==> src/sv/lvrk_pkg.sv <==
// ----------------------------------------------------------------------------
// lvrk_pkg
// Shared types, constants and the micro-program of the Lotka-Volterra RK4
// integrator: operand and destination codes, control word, sequencer states.
// ----------------------------------------------------------------------------
package lvrk_pkg;

    // Word format of the populations and coefficients
    localparam int WORD_BITS = 32;
    localparam int PROD_BITS = 2 * WORD_BITS;
    localparam int STEP_BITS = 31;
    localparam int H6_BITS   = 29;

    localparam logic [WORD_BITS-1:0] WORD_MAX = {1'b0, {(WORD_BITS-1){1'b1}}};
    localparam logic [WORD_BITS-1:0] WORD_MIN = {1'b1, {(WORD_BITS-1){1'b0}}};

    // h/6 as a multiply by a rounded-up reciprocal, exact for 31-bit h
    localparam logic [31:0] H6_RECIP = 32'd2863311531;
    localparam int          H6_SHIFT = 34;

    // Register reset values (Q16.16)
    localparam logic [WORD_BITS-1:0] RST_PREY_GROWTH    = 32'd43691;
    localparam logic [WORD_BITS-1:0] RST_PREDATION_RATE = 32'd87381;
    localparam logic [WORD_BITS-1:0] RST_PREDATOR_GAIN  = 32'd65536;
    localparam logic [WORD_BITS-1:0] RST_PREDATOR_DEATH = 32'd65536;
    localparam logic [STEP_BITS-1:0] RST_STEP_SIZE      = 31'd6554;
    localparam logic [H6_BITS-1:0]   RST_STEP_SIXTH     = 29'd1092;

    // Configuration register indexes
    localparam int CFG_IDX_BITS = 3;
    localparam logic [CFG_IDX_BITS-1:0] REG_PREY_GROWTH    = 3'd0;
    localparam logic [CFG_IDX_BITS-1:0] REG_PREDATION_RATE = 3'd1;
    localparam logic [CFG_IDX_BITS-1:0] REG_PREDATOR_GAIN  = 3'd2;
    localparam logic [CFG_IDX_BITS-1:0] REG_PREDATOR_DEATH = 3'd3;
    localparam logic [CFG_IDX_BITS-1:0] REG_STEP_SIZE      = 3'd4;

    // Item kinds
    localparam logic KIND_LOAD = 1'b0;
    localparam logic KIND_STEP = 1'b1;

    // Scratch store and program counter
    localparam int TMP_DEPTH = 16;
    localparam int TMP_AW    = $clog2(TMP_DEPTH);
    localparam int PC_BITS   = 5;
    localparam int PASS_BITS = 2;

    typedef logic [TMP_AW-1:0]  tmp_addr_t;
    typedef logic [PC_BITS-1:0] pc_t;

    localparam tmp_addr_t T_PX = 4'd0;
    localparam tmp_addr_t T_PY = 4'd1;
    localparam tmp_addr_t T_M1 = 4'd2;
    localparam tmp_addr_t T_M2 = 4'd3;
    localparam tmp_addr_t T_KA = 4'd4;
    localparam tmp_addr_t T_KB = 4'd5;
    localparam tmp_addr_t T_SA = 4'd6;
    localparam tmp_addr_t T_SB = 4'd7;
    localparam tmp_addr_t T_D  = 4'd8;

    // Program labels
    localparam pc_t PC_RATE   = 5'd2;
    localparam pc_t PC_UPDATE = 5'd16;
    localparam pc_t PC_FIRST  = 5'd20;
    localparam pc_t PC_LAST   = 5'd22;

    // Pass numbers of the four slope evaluations
    localparam logic [PASS_BITS-1:0] PASS_FIRST  = 2'd0;
    localparam logic [PASS_BITS-1:0] PASS_FULL_H = 2'd2;
    localparam logic [PASS_BITS-1:0] PASS_LAST   = 2'd3;

    typedef enum logic [1:0] {
        OP_NOP,
        OP_ADD,
        OP_SUB,
        OP_MUL
    } op_t;

    typedef enum logic [3:0] {
        SRC_ZERO,
        SRC_TMP,
        SRC_ALPHA,
        SRC_BETA,
        SRC_DELTA,
        SRC_GAMMA,
        SRC_HS,
        SRC_H6,
        SRC_X,
        SRC_Y
    } src_t;

    typedef enum logic [1:0] {
        DST_TMP,
        DST_X,
        DST_Y
    } dst_t;

    typedef enum logic [2:0] {
        BR_NEXT,
        BR_ALWAYS,
        BR_FIRST,
        BR_LAST,
        BR_END
    } br_t;

    typedef enum logic [2:0] {
        ST_IDLE,
        ST_READ,
        ST_EXEC,
        ST_MULW,
        ST_FIN
    } st_t;

    typedef struct packed {
        op_t       op;
        src_t      a_src;
        tmp_addr_t a_addr;
        src_t      b_src;
        tmp_addr_t b_addr;
        dst_t      dst;
        tmp_addr_t d_addr;
        br_t       br;
        logic      bump;
        pc_t       target;
    } uword_t;

    // Control from the sequencer to the datapath
    typedef struct packed {
        logic   load;
        logic   start;
        logic   exec;
        logic   mul_wb;
        logic   use_full_h;
        uword_t uw;
    } ctrl_t;

    function automatic uword_t mk(input op_t op, input src_t as, input tmp_addr_t aa,
                                  input src_t bs, input tmp_addr_t ba, input dst_t ds,
                                  input tmp_addr_t da, input br_t br, input logic bump,
                                  input pc_t target);
        uword_t w;
        w.op     = op;
        w.a_src  = as;
        w.a_addr = aa;
        w.b_src  = bs;
        w.b_addr = ba;
        w.dst    = ds;
        w.d_addr = da;
        w.br     = br;
        w.bump   = bump;
        w.target = target;
        return w;
    endfunction

    // Micro-program: one RK4 step. Slopes are evaluated in four passes over
    // the shared rate body; the pass number picks the follow-up code.
    function automatic uword_t ucode(input pc_t pc);
        uword_t w;
        unique case (pc)
            // copy the current point into the evaluation point
            5'd0:  w = mk(OP_ADD, SRC_X, T_PX, SRC_ZERO, T_PX, DST_TMP, T_PX, BR_NEXT, 1'b0, '0);
            5'd1:  w = mk(OP_ADD, SRC_Y, T_PY, SRC_ZERO, T_PY, DST_TMP, T_PY, BR_NEXT, 1'b0, '0);
            // prey slope: alpha*x - (beta*x)*y
            5'd2:  w = mk(OP_MUL, SRC_ALPHA, T_PX, SRC_TMP, T_PX, DST_TMP, T_M1, BR_NEXT, 1'b0, '0);
            5'd3:  w = mk(OP_MUL, SRC_BETA, T_PX, SRC_TMP, T_PX, DST_TMP, T_M2, BR_NEXT, 1'b0, '0);
            5'd4:  w = mk(OP_MUL, SRC_TMP, T_M2, SRC_TMP, T_PY, DST_TMP, T_M2, BR_NEXT, 1'b0, '0);
            5'd5:  w = mk(OP_SUB, SRC_TMP, T_M1, SRC_TMP, T_M2, DST_TMP, T_KA, BR_NEXT, 1'b0, '0);
            // predator slope: (delta*x)*y - gamma*y
            5'd6:  w = mk(OP_MUL, SRC_DELTA, T_PX, SRC_TMP, T_PX, DST_TMP, T_M1, BR_NEXT, 1'b0, '0);
            5'd7:  w = mk(OP_MUL, SRC_TMP, T_M1, SRC_TMP, T_PY, DST_TMP, T_M1, BR_NEXT, 1'b0, '0);
            5'd8:  w = mk(OP_MUL, SRC_GAMMA, T_PY, SRC_TMP, T_PY, DST_TMP, T_M2, BR_NEXT, 1'b0, '0);
            5'd9:  w = mk(OP_SUB, SRC_TMP, T_M1, SRC_TMP, T_M2, DST_TMP, T_KB, BR_NEXT, 1'b0, '0);
            // dispatch on pass
            5'd10: w = mk(OP_NOP, SRC_ZERO, T_PX, SRC_ZERO, T_PX, DST_TMP, T_PX, BR_FIRST, 1'b0,
                          PC_FIRST);
            5'd11: w = mk(OP_NOP, SRC_ZERO, T_PX, SRC_ZERO, T_PX, DST_TMP, T_PX, BR_LAST, 1'b0,
                          PC_LAST);
            // middle passes: add twice the slope to the sums
            5'd12: w = mk(OP_ADD, SRC_TMP, T_KA, SRC_TMP, T_KA, DST_TMP, T_D, BR_NEXT, 1'b0, '0);
            5'd13: w = mk(OP_ADD, SRC_TMP, T_SA, SRC_TMP, T_D, DST_TMP, T_SA, BR_NEXT, 1'b0, '0);
            5'd14: w = mk(OP_ADD, SRC_TMP, T_KB, SRC_TMP, T_KB, DST_TMP, T_D, BR_NEXT, 1'b0, '0);
            5'd15: w = mk(OP_ADD, SRC_TMP, T_SB, SRC_TMP, T_D, DST_TMP, T_SB, BR_NEXT, 1'b0, '0);
            // next evaluation point from the start point
            5'd16: w = mk(OP_MUL, SRC_HS, T_KA, SRC_TMP, T_KA, DST_TMP, T_M1, BR_NEXT, 1'b0, '0);
            5'd17: w = mk(OP_ADD, SRC_X, T_M1, SRC_TMP, T_M1, DST_TMP, T_PX, BR_NEXT, 1'b0, '0);
            5'd18: w = mk(OP_MUL, SRC_HS, T_KB, SRC_TMP, T_KB, DST_TMP, T_M1, BR_NEXT, 1'b0, '0);
            5'd19: w = mk(OP_ADD, SRC_Y, T_M1, SRC_TMP, T_M1, DST_TMP, T_PY, BR_ALWAYS, 1'b1,
                          PC_RATE);
            // first pass: start the sums
            5'd20: w = mk(OP_ADD, SRC_TMP, T_KA, SRC_ZERO, T_KA, DST_TMP, T_SA, BR_NEXT, 1'b0, '0);
            5'd21: w = mk(OP_ADD, SRC_TMP, T_KB, SRC_ZERO, T_KB, DST_TMP, T_SB, BR_ALWAYS, 1'b0,
                          PC_UPDATE);
            // last pass: close the sums and advance the populations
            5'd22: w = mk(OP_ADD, SRC_TMP, T_SA, SRC_TMP, T_KA, DST_TMP, T_SA, BR_NEXT, 1'b0, '0);
            5'd23: w = mk(OP_ADD, SRC_TMP, T_SB, SRC_TMP, T_KB, DST_TMP, T_SB, BR_NEXT, 1'b0, '0);
            5'd24: w = mk(OP_MUL, SRC_H6, T_SA, SRC_TMP, T_SA, DST_TMP, T_M1, BR_NEXT, 1'b0, '0);
            5'd25: w = mk(OP_ADD, SRC_X, T_M1, SRC_TMP, T_M1, DST_X, T_M1, BR_NEXT, 1'b0, '0);
            5'd26: w = mk(OP_MUL, SRC_H6, T_SB, SRC_TMP, T_SB, DST_TMP, T_M1, BR_NEXT, 1'b0, '0);
            5'd27: w = mk(OP_ADD, SRC_Y, T_M1, SRC_TMP, T_M1, DST_Y, T_M1, BR_END, 1'b0, '0);
            default: w = mk(OP_NOP, SRC_ZERO, T_PX, SRC_ZERO, T_PX, DST_TMP, T_PX, BR_END, 1'b0,
                            '0);
        endcase
        return w;
    endfunction

endpackage

==> src/sv/lvrk_seq.sv <==
// ----------------------------------------------------------------------------
// lvrk_seq
// Micro-sequencer: item handshake, program counter, pass counter and the
// per-instruction phase (operand read, execute, multiply write-back).
// ----------------------------------------------------------------------------
module lvrk_seq (
    input  logic            aclk,
    input  logic            aresetn,
    input  logic            in_valid,
    input  logic            in_kind,
    input  logic            out_free,
    output logic            in_ready,
    output logic            out_load,
    output lvrk_pkg::ctrl_t ctrl
);

    lvrk_pkg::st_t                     state_reg, state_next;
    lvrk_pkg::pc_t                     pc_reg, pc_next;
    logic [lvrk_pkg::PASS_BITS-1:0]    pass_reg, pass_next;
    lvrk_pkg::uword_t                  uw;
    logic                              accept;
    logic                              instr_done;
    logic                              taken;
    logic                              is_end;

    // fetch the current control word
    assign uw     = lvrk_pkg::ucode(pc_reg);
    assign accept = in_valid && in_ready;
    assign is_end = (uw.br == lvrk_pkg::BR_END);

    assign instr_done = (state_reg == lvrk_pkg::ST_EXEC && uw.op != lvrk_pkg::OP_MUL)
                     || (state_reg == lvrk_pkg::ST_MULW);

    // resolve the branch condition
    always_comb begin
        unique case (uw.br)
            lvrk_pkg::BR_ALWAYS: taken = 1'b1;
            lvrk_pkg::BR_FIRST:  taken = (pass_reg == lvrk_pkg::PASS_FIRST);
            lvrk_pkg::BR_LAST:   taken = (pass_reg == lvrk_pkg::PASS_LAST);
            default:             taken = 1'b0;
        endcase
    end

    // next state
    always_comb begin
        state_next = state_reg;
        unique case (state_reg)
            lvrk_pkg::ST_IDLE: begin
                if (accept) begin
                    state_next = (in_kind == lvrk_pkg::KIND_STEP) ? lvrk_pkg::ST_READ
                                                                  : lvrk_pkg::ST_FIN;
                end
            end
            lvrk_pkg::ST_READ: begin
                state_next = lvrk_pkg::ST_EXEC;
            end
            lvrk_pkg::ST_EXEC: begin
                if (uw.op == lvrk_pkg::OP_MUL) begin
                    state_next = lvrk_pkg::ST_MULW;
                end else if (is_end) begin
                    state_next = lvrk_pkg::ST_FIN;
                end else begin
                    state_next = lvrk_pkg::ST_READ;
                end
            end
            lvrk_pkg::ST_MULW: begin
                state_next = is_end ? lvrk_pkg::ST_FIN : lvrk_pkg::ST_READ;
            end
            lvrk_pkg::ST_FIN: begin
                if (out_free) begin
                    state_next = lvrk_pkg::ST_IDLE;
                end
            end
            default: state_next = lvrk_pkg::ST_IDLE;
        endcase
    end

    // advance program and pass counters
    always_comb begin
        pc_next   = pc_reg;
        pass_next = pass_reg;
        if (accept) begin
            pc_next   = '0;
            pass_next = '0;
        end else if (instr_done) begin
            pc_next   = taken ? uw.target : pc_reg + 1'b1;
            pass_next = pass_reg + {{(lvrk_pkg::PASS_BITS-1){1'b0}}, uw.bump};
        end
    end

    // outputs
    always_comb begin
        in_ready        = (state_reg == lvrk_pkg::ST_IDLE);
        out_load        = (state_reg == lvrk_pkg::ST_FIN) && out_free;
        ctrl.load       = accept && (in_kind == lvrk_pkg::KIND_LOAD);
        ctrl.start      = accept && (in_kind == lvrk_pkg::KIND_STEP);
        ctrl.exec       = (state_reg == lvrk_pkg::ST_EXEC);
        ctrl.mul_wb     = (state_reg == lvrk_pkg::ST_MULW);
        ctrl.use_full_h = (pass_reg == lvrk_pkg::PASS_FULL_H);
        ctrl.uw         = uw;
    end

    always_ff @(posedge aclk) begin
        if (!aresetn) begin
            state_reg <= lvrk_pkg::ST_IDLE;
            pc_reg    <= '0;
            pass_reg  <= '0;
        end else begin
            state_reg <= state_next;
            pc_reg    <= pc_next;
            pass_reg  <= pass_next;
        end
    end

endmodule

==> config.mk <==
export PLATFORM = sky130hd
export DESIGN_NAME = lvrk_seq
export DESIGN_NICKNAME = d
export VERILOG_FILES = /design/src/sv/lvrk_pkg.sv /design/src/sv/lvrk_seq.sv
export SDC_FILE = /design/constraint.sdc
export NUM_CORES = 1
export LEC_CHECK = 0
export BUFFER_PORTS_ARGS = -buffer_cell sky130_fd_sc_hd__clkbuf_2
export CORE_AREA = 2 2 72 91
export CTS_BUF_LIST = sky130_fd_sc_hd__clkbuf_4 sky130_fd_sc_hd__clkbuf_8
export CTS_CLUSTER_DIAMETER = 60
export DETAILED_ROUTE_END_ITERATION = 6
export DIE_AREA = 0 0 74 93
export PLACE_DENSITY = 0.6
export SLEW_MARGIN = 20
export SYNTH_ARGS = -nofsm -noshare
export SYNTH_HDL_FRONTEND = slang
export SYNTH_SLANG_ARGS = --single-unit
==> constraint.sdc <==
create_clock -name aclk -period 2.5 [get_ports aclk]
set_clock_uncertainty 0.05 [all_clocks]
set_input_delay 0.125 -clock aclk [delete_from_list [all_inputs] [get_ports aclk]]
set_output_delay 0.125 -clock aclk [all_outputs]
set_load 0.02 [all_outputs]
==> flow_metrics.env <==
export IMPL_p_leak_uw=0.00107
export IMPL_syn_to_final_growth_pct=24.7
export IMPL_nets=314
export IMPL_power_switching_uw=269
export IMPL_clockBufferDepth=2
export IMPL_use_met2=0.292
export IMPL_required_ns=2.62
export IMPL_wirelength_mm=5.46
export IMPL_core_area_um2=6050
export IMPL_globalRouteTotalUtil=0.164
export IMPL_final_cells=392
export IMPL_ys_types=58
export IMPL_drc=0
export IMPL_cts_root_buf="clkbuf_8"
export IMPL_hold_start="aresetn"
export IMPL_synth_main_ff_cell="dfxtp_1"
export IMPL_worst_setup_path_type="register to register"
export IMPL_h_tree_depth=2
export IMPL_top_usage_layer="met2"
export IMPL_final_hold_viol_count=0
export IMPL_gp_congestion=0.913
export IMPL_preCtsSetupSlack_ns=0.0550
export IMPL_maxCapViolations=0
export IMPL_synth_edf_count=0
export IMPL_setup_ws_ns=0.0697
export IMPL_holdWs_ns=0.0905
export IMPL_fmax_ghz=0.411
export IMPL_drt_iter0_drc=151
export IMPL_slew_headroom=0.669
export IMPL_rows=32
export IMPL_num_vias=2012
export IMPL_antenna_found_initial=0
export IMPL_pwr_share_seq=0.539
export IMPL_first_pass_iters=4
export IMPL_layout_drive_gt1_share=0.296
export IMPL_crit_path_end_kind="register"
export IMPL_fin_area_um2=2520
export IMPL_fin_setup_tns_ns=0
export IMPL_cp_max_fo=12
export IMPL_yosysSeqAreaShare=0.356
export IMPL_avgSynthCellArea_um2=8.03
export IMPL_clkPwrFrac=0.354
export IMPL_rsz0062_at_grt="yes"
export IMPL_hpwl_mm=4.24
export IMPL_grt_max_degree=14
export IMPL_initial_utilization=0.335
export IMPL_slowest_stage="or4b_4"
export IMPL_crit_path_start_kind="register"
export IMPL_ys_warn_count=0
export IMPL_syn_area_um2=2020
export IMPL_swShare=0.246
export IMPL_num_antenna_cells=0
export IMPL_internal_power_uw=826
export IMPL_status="finished, final reports clean"
export IMPL_worstPathCellList="or4b_4 -> o221a_1 -> o21a_1 -> o21ai_4 -> inv_2 -> a222oi_1 -> o21ai_1"
export IMPL_cts_tree="yes"
export IMPL_cts_buffers=5
export IMPL_routed_via_density=5.13
export IMPL_grt_pass1_vias=1866
export IMPL_hold_end="state_reg[2]"
export IMPL_routedWlPerCell_um=13.9
export IMPL_r2r_start="pass_reg[1]"
export IMPL_port_buffers=38
export IMPL_met3_usage=0.0216
export IMPL_clk_latency_ns=0.28
export IMPL_use_met1=0.184
export IMPL_slew_viol_final=0
export IMPL_post_dp_cell_area_um2=2400
export IMPL_p_comb_frac=0.107
export IMPL_largest_reg_flops=26
export IMPL_worst_slew_pin_slew_ns=0.490
export IMPL_period_needed_ns=2.43
export IMPL_critPathArrivalTime_ns=2.55
export IMPL_clock_sinks=36
export IMPL_hold_path_depth=2
export IMPL_place_inst=384
export IMPL_io_pins=45
export IMPL_synthCells=252
export IMPL_period_share=0.972
export IMPL_ys_async_sr_fraction=0
export IMPL_powerDensity_nw_per_um2=434
export IMPL_rrSetupSlack_ns=0.07
export IMPL_grt_pass1_wl_mm=8.74
export IMPL_die_h_um=93
export IMPL_setup_viol=0
export IMPL_dieArea_um2=6880
export IMPL_vdd_ir_drop_max_mv=0.162
export IMPL_grt_overflow_total=0
export IMPL_crit_path_max_incr_delay_ns=0.58
export IMPL_crit_family="compound AO/OA/AOI/OAI gates"
export IMPL_r2r_end="uw[15]"
export IMPL_dieWidth_um=74
export IMPL_critPathBufInv=1
export IMPL_hold_path_class="primary input to register"
export IMPL_ant_nets=0
export IMPL_fill_cells=634
export IMPL_path_clk_slew_ns=0.07
export IMPL_rr_worst_depth=7
export IMPL_ys_seq_elements=36
-- routing by layer --
metal / vias up / wire (um)
met5: - / 0
li1: 1003 / -
met4: 0 / 140
met1: 940 / 2210
met2: 60 / 2880
met3: 9 / 224
-- how the worst max path moves through the flow --
stage / start / to / slack, ns / cells past startpoint
floorplan: uw[7] / uw[11] / 0.13 / 8
global placement: uw[7] / uw[15] / 0.09 / 9
detailed placement: uw[7] / uw[15] / 0.05 / 9
CTS: uw[7] / uw[15] / 0.05 / 9
global route: pass_reg[1] / uw[10] / -0.01 / 10
finish: pass_reg[1] / uw[15] / 0.07 / 7
-- layout by cell type, fill, tap and decap left out, drive strengths merged, types with 3 or more instances in the layout --
master	count
a211o	3
a211oi	6
a21oi	20
a2bb2oi	3
and2	3
buf	26
clkbuf	44
conb	6
dfxtp	36
inv	7
nand2	28
nand2b	6
nand3	6
nor2	25
nor2b	4
nor3	9
nor4	3
o211ai	4
o21ai	20
o22ai	5
or3	3
xnor2	4
-- cell families (layout without fill, tap and decap cells) --
kind of cell             after synthesis  after routing  synth area share
buffers and inverters                 29             79            0.0829
AND/OR/NAND/NOR                       99             99             0.248
adder cells (fa/ha/maj)                2              2            0.0124
multiplexers                           2              2           0.00990
flip-flops                            36             36             0.356
XOR/XNOR                               5              5            0.0216
other                                  1              6           0.00185
AO/OA/AOI/OAI                         78             78             0.267
-- area by class of cell --
type,count,area [um2],share of cell area
Sequential cell,36,722,0.286
Clock inverter,1,5.00,0.00198
Inverter,8,33.8,0.0134
Multi-Input combinational cell,192,1180,0.468
Timing Repair Buffer,64,398,0.158
Clock buffer,6,76.3,0.0303
Tap cell,85,106,0.0422
-- synth_stat cells, types with 3 or more instances --
master | number | area share
nor3_1 | 9 | 0.022
o21ai_1 | 12 | 0.030
o21ai_0 | 7 | 0.017
nand2_1 | 25 | 0.046
o22ai_1 | 4 | 0.012
buf_4 | 8 | 0.030
nand2_2 | 3 | 0.0093
nand2b_1 | 6 | 0.019
buf_6 | 3 | 0.017
dfxtp_1 | 36 | 0.36
o211ai_1 | 4 | 0.015
or3_1 | 3 | 0.0093
nor2_1 | 24 | 0.045
buf_2 | 4 | 0.0099
nor4_1 | 3 | 0.0093
a2bb2oi_1 | 3 | 0.013
and2_1 | 3 | 0.0093
nor2b_1 | 4 | 0.012
nand3_1 | 6 | 0.015
a21oi_1 | 18 | 0.045
a211o_1 | 3 | 0.013
clkbuf_1 | 6 | 0.011
inv_1 | 5 | 0.0093
a211oi_1 | 5 | 0.019
xnor2_1 | 4 | 0.017
-- metrics by stage --
step / util / total power [uW]
finish: 0.417 / 1100
global route: 0.417 / 1150
CTS: 0.411 / 1120
detailed placement: 0.397 / 720
global placement: 0.397 / 720
floorplan: - / 688
-- what timing repair did --
item	CTS	global route
setup endpoints to repair	0	13
hold endpoints to repair	0	0
hold buffers	0	0
gates resized for setup	0	7
setup buffers	0	1
-- power by group through the flow --
stage | clock network (uW) | registers (uW) | logic, uW
2_1_floorplan | 0 | 602 | 86.5
3_3_place_gp | 0 | 603 | 117
3_5_place_dp | 0 | 603 | 117
4_1_cts | 410 | 590 | 117
5_1_grt | 428 | 591 | 129
6_report | 387 | 590 | 118
Note: power is estimated with default switching activity, not from simulation.
